### config.mk
export PLATFORM = sky130hd
export DESIGN_NAME = wbps_cell
export DESIGN_NICKNAME = d
export VERILOG_FILES = /design/src/hdl/wbps_pkg.sv /design/src/hdl/wbps_cell.sv
export SDC_FILE = /design/constraint.sdc
export NUM_CORES = 1
export LEC_CHECK = 0
export BUFFER_PORTS_ARGS = -buffer_cell sky130_fd_sc_hd__buf_2
export CAP_MARGIN = 20
export CORE_MARGIN = 4
export CORE_UTILIZATION = 40
export CTS_CLUSTER_DIAMETER = 200
export DETAILED_ROUTE_END_ITERATION = 10
export HOLD_SLACK_MARGIN = 0.02
export PLACE_DENSITY = 0.71
export RECOVER_POWER = 100
export SYNTH_ARGS = -nofsm -noshare
export SYNTH_HDL_FRONTEND = slang
export SYNTH_SLANG_ARGS = --single-unit
### constraint.sdc
create_clock -name clock -period 2.16 [get_ports clock]
set_input_delay 0.54 -clock clock [delete_from_list [all_inputs] [get_ports clock]]
set_output_delay 0.54 -clock clock [all_outputs]
set_load 0.005 [all_outputs]
### src/hdl/wbps_pkg.sv
`timescale 1ns / 1ps
// Shared types and constants for the wildcard byte pattern search block.
// No dependencies; every other file but wbps_req_if imports this package.
package wbps_pkg;

   localparam int MAX_PATTERN_BYTES_DEF = 32;
   localparam int OFFSET_BITS_DEF       = 32;

   localparam int PATTERN_REG_BYTES = 32;   // bytes backed by pattern registers
   localparam int PAT_IDX_W         = 5;    // index into those bytes
   localparam int WORD_W            = 64;
   localparam int N_WORDS           = 4;
   localparam int MASK_W            = 32;
   localparam int LEN_REG_W         = 6;
   localparam int USED_LEN_W        = 7;    // holds a length up to 127
   localparam int CSR_INDEX_W       = 3;
   localparam int OFFSET_OUT_W      = 32;

   typedef enum logic [CSR_INDEX_W-1:0] {
      CSR_PATTERN_WORD_0 = 3'd0,
      CSR_PATTERN_WORD_1 = 3'd1,
      CSR_PATTERN_WORD_2 = 3'd2,
      CSR_PATTERN_WORD_3 = 3'd3,
      CSR_CARE_MASK      = 3'd4,
      CSR_PATTERN_LENGTH = 3'd5
   } wbps_csr_index_type;

   // Control broadcast to every cell of the window chain.
   typedef struct packed {
      logic shift;   // take the neighbor's byte
      logic load;    // take a new aligned pattern byte and care bit
   } wbps_cell_ctl_type;

endpackage

### src/hdl/wbps_cell.sv
`timescale 1ns / 1ps
// One window cell: holds one buffer byte plus its aligned pattern byte and care bit.
// Depends on wbps_pkg for the cell control struct.
module wbps_cell
   import wbps_pkg::*;
(
   input  logic              clock,
   input  wbps_cell_ctl_type ctl,
   input  logic [7:0]        byte_in,
   input  logic [7:0]        want_in,
   input  logic              care_in,
   output logic [7:0]        byte_out,
   output logic              hit
);

   logic [7:0] byte_ff;
   logic [7:0] want_ff;
   logic       care_ff;

   always_ff @(posedge clock) begin
      if (ctl.shift) begin
         byte_ff <= byte_in;
      end
      if (ctl.load) begin
         want_ff <= want_in;
         care_ff <= care_in;
      end
   end

   // Compare the byte this cell will hold after the shift.
   assign hit      = !care_ff || (byte_in == want_ff);
   assign byte_out = byte_ff;

endmodule

# --- Word level (Yosys, flattened, before mapping) ---
# Index checks and enable logic that the tools add are counted.
totals:
  ff_bits: 17
  in_bits: 20
  word_cells: 6
classes:
  n_eq_ne: 1
  n_reduce_logical: 2
ops:
  columns: ["op", "count"]
  rows:
  - ["== test 8 bit", 1]
  - ["zero test 1 bit", 1]
  - ["logical OR 1 bit", 1]

# --- Logic depth before layout (Yosys ltp) ---
# Gate-level depths: netlist of the first run.
logic_depth:
  word_depth: 2
  mapped_depth: 3
  ltp_nobuf: 3

# --- Least setup slack after synthesis of the first run ---
# OpenSTA, ideal clock, no wires.
synth_path:
  path_type: "input to output"
  from: "input byte_in[0]"
  to: "output hit"
  arrival_time_ps: 905
  slack_ps: 715
  stages: 3
  n_path_buf: 0
  path_cell_list: "xnor2_1 -> nand4_1 -> o21ai_1"
synth_via:
  elab_chain_cells: 2
synth_lines:
  columns: ["element", "line", "rtl"]
  rows:
  - ["from (decl)", "wbps_cell.sv:9", "input logic [7:0] byte_in,"]
  - ["== test 8 bit", "wbps_cell.sv:31", "assign hit = !care_ff || (byte_in == want_ff);"]
  - ["logical OR 1 bit", "wbps_cell.sv:31", null]
  - ["to (decl)", "wbps_cell.sv:13", "output logic hit"]
# No other way between the ends.

# --- Final worst setup path of the first run ---
layout_path:
  from: "register want_ff[7]"
  to: "output hit"
layout_via:
  elab_chain_cells: 2
layout_lines:
  columns: ["element", "line", "rtl"]
  rows:
  - ["from (decl)", "wbps_cell.sv:17", "logic [7:0] want_ff;"]
  - ["from (signal assigned)", "wbps_cell.sv:25", "want_ff <= want_in;"]
  - ["== test 8 bit", "wbps_cell.sv:31", null]
  - ["logical OR 1 bit", "wbps_cell.sv:31", null]
# No other way between the ends.

==> results of run 1 <==
-- layer usage --
layer	vias up	GRT usage	routed length, um
met4	0	0.0497	0
met5	-	0	0
met2	20	0.132	404
met3	0	0.0234	115
li1	172	-	-
met1	135	0.0927	291
-- through the flow --
step | worst slack [ps] | cell area [um^2] | total power, uW
final | 379 | 767 | 612
after global routing | 284 | 767 | 643
after CTS | 372 | 783 | 625
after detailed placement | 446 | 757 | 466
after global placement | 459 | 757 | 464
after floorplan | 715 | 598 | 427
-- kinds of logic (layout without fill, tap and decap cells) --
group | after synthesis | in the layout
and+or+nand+nor | 2 | 2
AOI/OAI and AO/OA | 1 | 1
DFF | 17 | 17
buffers and inverters | 0 | 32
xor gates and xnor gates | 8 | 8
-- registers in the layout, summed over array words and instances, names as in the netlist --
register	flops
byte_out	8
care_ff	1
want_ff	8
-- layout by cell type, fill, tap and decap left out, drive strengths merged --
master,n
xnor2,8
clkbuf,17
o21ai,1
nand4,2
buf,15
edfxtp,17
-- worst paths after layout --
kind | to | start
max | hit | want_ff[7]$_DFFE_PP_
min | care_ff$_DFFE_PP_ | care_in
-- power groups by stage --
stage	Clock, uW	Sequential (uW)	Combinational, uW
after floorplan	0	409	18.2
after global placement	0	406	57.7
after detailed placement	0	407	58.8
after CTS	166	400	58.8
after global routing	182	402	58.9
final	159	399	53.4
-- final cells by class --
type	count	share of cell area
Sequential cell	17	0.666
Clock buffer	4	0.0343
Timing Repair Buffer	28	0.162
Tap cell	15	0.0245
Multi-Input combinational cell	11	0.114
==> results.yml, run 1 <==
run_status:
  outcome: "finished clean"
global_routing:
  grt_pass1_wl_mm: 1.20
  grt_pass1_vias: 298
  antenna_found_initial: 0
  gr-usage-all-layers: 0.0810
  gr-total-overflow: 0
  grt_max_degree: 10
power_and_ir_drop:
  power_frac_comb: 0.087
  p_clk_frac: 0.260
  intPower_uw: 493
  ir_drop_v: 0.000368
  powerDensity_nw_per_um2: 798
  leakage_uw: 0.000274
  power_switching_uw: 119
  p_seq_frac: 0.653
  swShare: 0.195
setup_path:
  crit_buf_inv: 1
  worstSetupEndpointType: "primary output"
  slowest_delay_ps: 400
  slowest_stage: "edfxtp_1"
  crit_arrival_ps: 1240
  path_max_fanout: 1
  required_ps: 1620
  worstPathCellList: "xnor2_1 > nand4_1 > o21ai_0 > buf_2"
  path_class: "reg -> out"
  cp_top_family: "flip-flops"
  path_depth: 4
  cp-start-kind: "flip-flop"
sta:
  fin_tns_setup_ps: 0
  post-route-period-util: 0.824
  timing.final.hold_violations: 0
  relSlewSlack: 0.723
  rsz0062_at_grt: "no"
  setup_viol: 0
  drv_slew: 0
  worstMarginPinSlew_ps: 415
  fin_crit_ps: 1780
  whs_ps: 429
  fmax_mhz: 562
finish:
  area.growth.synth_to_final_pct: 28.2
  antenna_cells: 0
  regArea_um2: 510
  fill_cells: 120
  multiInputGateArea_um2: 87.6
  drive_above_1_share: 0.300
  final_nets: 81
  final_util: 0.568
  final_cell_count_no_fill: 75
yosys:
  synthArstFlopShare: 0
  syn_nets: 48
  synthFlopType: "edfxtp_1"
  ys_seq_area_frac: 0.854
  synthSimpleGateAreaFrac: 0.0209
  synth_seq_cells: 17
  muxShareOfSynthArea: 0
  yosys.area.top_type: "edfxtp_1"
  synth_top_area_frac: 0.854
  synthTopCellsByArea: "edfxtp_1 85%, xnor2_1 12%, nand4_1 2.1%"
  syn_inst: 28
  synth_top_family_by_area: "XOR/XNOR gates"
  yosysMostFrequentCell: "edfxtp_1"
  synth_common_cells: "17 x edfxtp_1, 8 x xnor2_1, 2 x nand4_1, 1 x o21ai_1"
  syn_area_um2: 598
  synthXorXnorAreaFrac: 0.117
  synth_compound_area_frac: 0.00837
  synth-edff-count: 17
  synthAdderAreaFrac: 0
  yosysWarnings: 0
  syn_area_per_cell_um2: 21.4
  synthDistinctLibCells: 4
drt:
  first_iter_violations: 1
  drtPass1Iterations: 2
  routed_wl_um: 811
  vias: 327
  viasPerCell: 4.36
  wl_per_cell_um: 10.8
  route.detailed.drc: 0
  drtAntennaViolNets: 0
placement:
  portBuffers: 28
  gp_congestion: 0.624
  place_inst: 71
floorplan:
  die-area_um2: 2180
  rows: 13
  pin_count: 29
  die_w_um: 46.7
  dieHeight_um: 46.7
  initial_core_util: 0.443
  core_area_um2: 1350
clock_network:
  cts_root_buf: "clkbuf_4"
  ctsHoldBuffers: 0
  htreeDepth: 1
  cts-resized-gates: 0
  post-cts-setup-buffer-count: 0
  clockBufferDepth: 2
  cts.clk_slew.worst_paths_ps: 90
  cts_inserted_buffers: 3
  cts.sinks: 17
  cts_tree: "done"
worst_hold_path:
  hp-class: "in -> reg"
  holdPathStages: 1
run:
  maxCapViolCount: 0
No activity file was read; power rests on OpenSTA's default activity.
==> inputs of run 2 (changes only) <==
--- a/config.mk
+++ b/config.mk
@@ -5,6 +5,7 @@
 export SDC_FILE = /design/constraint.sdc
 export NUM_CORES = 1
 export LEC_CHECK = 0
+export ABC_AREA = 1
 export BUFFER_PORTS_ARGS = -buffer_cell sky130_fd_sc_hd__buf_2
 export CAP_MARGIN = 20
 export CORE_MARGIN = 4
@@ -12,7 +13,7 @@
 export CTS_CLUSTER_DIAMETER = 200
 export DETAILED_ROUTE_END_ITERATION = 10
 export HOLD_SLACK_MARGIN = 0.02
-export PLACE_DENSITY = 0.71
+export PLACE_DENSITY = 0.7
 export RECOVER_POWER = 100
 export SYNTH_ARGS = -nofsm -noshare
 export SYNTH_HDL_FRONTEND = slang
==> constraint.sdc (replaced) <==
create_clock -name clock -period 1.7 [get_ports clock]
set_input_delay 0.425 -clock clock [delete_from_list [all_inputs] [get_ports clock]]
set_output_delay 0.425 -clock clock [all_outputs]
set_load 0.005 [all_outputs]
==> run 2 against run 1 <==
Largest cell class unchanged. Routed wire length up 22%. Combinational power increased by 42%. Sequential power grew 28%. Critical endpoint unchanged. Non-clock buffer count unchanged. Design area up 6.9%. Final cell count is 29% higher.
==> results.yml, run 2 <==
floorplan:
  dieHeight_um: 48.3
  die_w_um: 48.3
  die-area_um2: 2340
  initial_core_util: 0.427
  rows: 14
  pin_count: 29
  core_area_um2: 1520
global_routing:
  antenna_found_initial: 0
  grt_max_degree: 10
  grt_pass1_vias: 447
  grt_pass1_wl_mm: 1.77
  gr-usage-all-layers: 0.0986
  gr-total-overflow: 0
finish:
  final_nets: 102
  drive_above_1_share: 0.210
  mostFrequentLayoutCell: "nand2_1"
  finalInstanceArea_um2: 820
  final_cell_mix: "18 x nand2_1, 17 x edfxtp_1, 15 x clkbuf_1, 14 x buf_2, 8 x inv_1"
  area.growth.synth_to_final_pct: 26.0
  final_util: 0.538
  final_cell_count_no_fill: 97
  antenna_cells: 0
  fill_cells: 135
clock_network:
  cts_tree: "done"
  cts_root_buf: "clkbuf_4"
  cts_inserted_buffers: 3
  htreeDepth: 1
  cts-resized-gates: 0
  clockBufferDepth: 2
  post-cts-setup-buffer-count: 0
  cts.clk_slew.worst_paths_ps: 90
  ctsHoldBuffers: 0
  cts.sinks: 17
drt:
  wl_per_cell_um: 10.2
  vias: 431
  routed_wl_um: 989
  first_iter_violations: 4
  viasPerCell: 4.44
  route.detailed.drc: 0
  drtAntennaViolNets: 0
  drtPass1Iterations: 4
sta:
  timing.final.hold_violations: 0
  fin_ws_ps: 59.0
  fmax_mhz: 609
  rsz0062_at_grt: "yes"
  relSlewSlack: 0.716
  worstMarginPinSlew_ps: 427
  fin_crit_ps: 1640
  post-route-period-util: 0.965
  drv_slew: 0
  setup_viol: 0
setup_path:
  path_max_fanout: 2
  required_ps: 1270
  critPathLaunch: "want_ff[7]$_DFFE_PP_"
  path_class: "reg -> out"
  crit_arrival_ps: 1220
  critPathCapture: "hit"
  worstSetupEndpointType: "primary output"
  cp-start-kind: "flip-flop"
yosys:
  synthTopCellsByArea: "edfxtp_1 78%, nand2_1 10%, xnor2_1 5.4%"
  synthDistinctLibCells: 5
  ys_seq_area_frac: 0.785
  syn_area_per_cell_um2: 13.3
  synth-edff-count: 17
  synth_common_cells: "18 x nand2_1, 17 x edfxtp_1, 8 x inv_1, 4 x xnor2_1, 2 x nor2_1"
  yosys.area.top_type: "edfxtp_1"
  yosysWarnings: 0
  yosysMostFrequentCell: "nand2_1"
  synthFlopType: "edfxtp_1"
  syn_nets: 69
  syn_area_um2: 651
  synth_top_area_frac: 0.785
  synth_seq_cells: 17
  synthArstFlopShare: 0
  syn_inst: 49
worst_hold_path:
  hp-class: "in -> reg"
  holdPathStages: 1
power_and_ir_drop:
  ir_drop_v: 0.000524
  leakage_uw: 0.000354
  powerDensity_nw_per_um2: 963
placement:
  place_ws_ps: 228
  dpl.hpwl_um: 812
  portBuffers: 28
  postPlaceCellArea_um2: 811
  gp_congestion: 0.642
  place_inst: 93
run_status:
  outcome: "finished clean"
run:
  maxCapViolCount: 0
-- run 2: cell count changes after synthesis, sizes merged --
cell,previous run,this run
nand2,0,18
inv,0,8
xnor2,8,4
nand4,2,0
nor2,0,2
o21ai,1,0
-- run 2: critical path, stage by stage (launching register included) --
cell	delay [ps]
edfxtp_1	400
inv_1	70
nand2_1	40
nand2_1	60
nand2_1	50
nor2_1	90
nand2_1	50
nand2_1	60
buf_2	110
-- run 2: layout make-up --
cell class | count | area (um^2) | area share
clock buffers | 4 | 26.3 | 0.0321
multi-input cells | 24 | 110 | 0.134
inverters | 8 | 30.0 | 0.0366
well taps | 16 | 20.0 | 0.0244
flip-flops and latches | 17 | 510 | 0.623
repair buffers | 28 | 123 | 0.150
-- run 2: logic make-up after synthesis --
kind of cell	after synthesis	share of synthesized area
buffers and inverters	8	0.0462
and+or+nand+nor	20	0.115
DFF	17	0.785
xor gates and xnor gates	4	0.0538
-- run 2: routing by layer --
| layer | wire length [um] | track usage | vias up |
|---|---|---|---|
| li1 | - | - | 221 |
| met1 | 329 | 0.0927 | 185 |
| met2 | 524 | 0.170 | 21 |
| met3 | 101 | 0.0215 | 4 |
| met4 | 34 | 0.0968 | 0 |
| met5 | 0 | 0 | - |
-- run 2: stage by stage --
step | hold slack [ps] | power (uW) | setup TNS, ps
final | 312 | 789 | 0
after CTS | 305 | 803 | 0
after global placement | 602 | 596 | 0
after floorplan | 524 | 548 | 0
after detailed placement | 604 | 600 | 0
after global routing | 294 | 837 | -89.8
-- run 2: power breakdown --
group / switching [uW] / leakage, uW / internal (uW)
logic: 38.6 / 0.000172 / 37.0
clock network: 114 / 0.0000150 / 91.0
registers: 10.8 / 0.000166 / 498
total: 163 / 0.000354 / 626
-- run 2: worst min-delay path by stage --
| stage | from | end | slack (ps) |
|---|---|---|---|
| 5_1_grt | care_in | care_ff$_DFFE_PP_ | 290 |
| 4_1_cts | want_in[2] | want_ff[2]$_DFFE_PP_ | 310 |
| 2_1_floorplan | byte_in[0] | byte_out[0]$_DFFE_PP_ | 520 |
| 6_report | care_in | care_ff$_DFFE_PP_ | 310 |
| 3_3_place_gp | want_in[6] | want_ff[6]$_DFFE_PP_ | 600 |
| 3_5_place_dp | want_in[1] | want_ff[1]$_DFFE_PP_ | 600 |
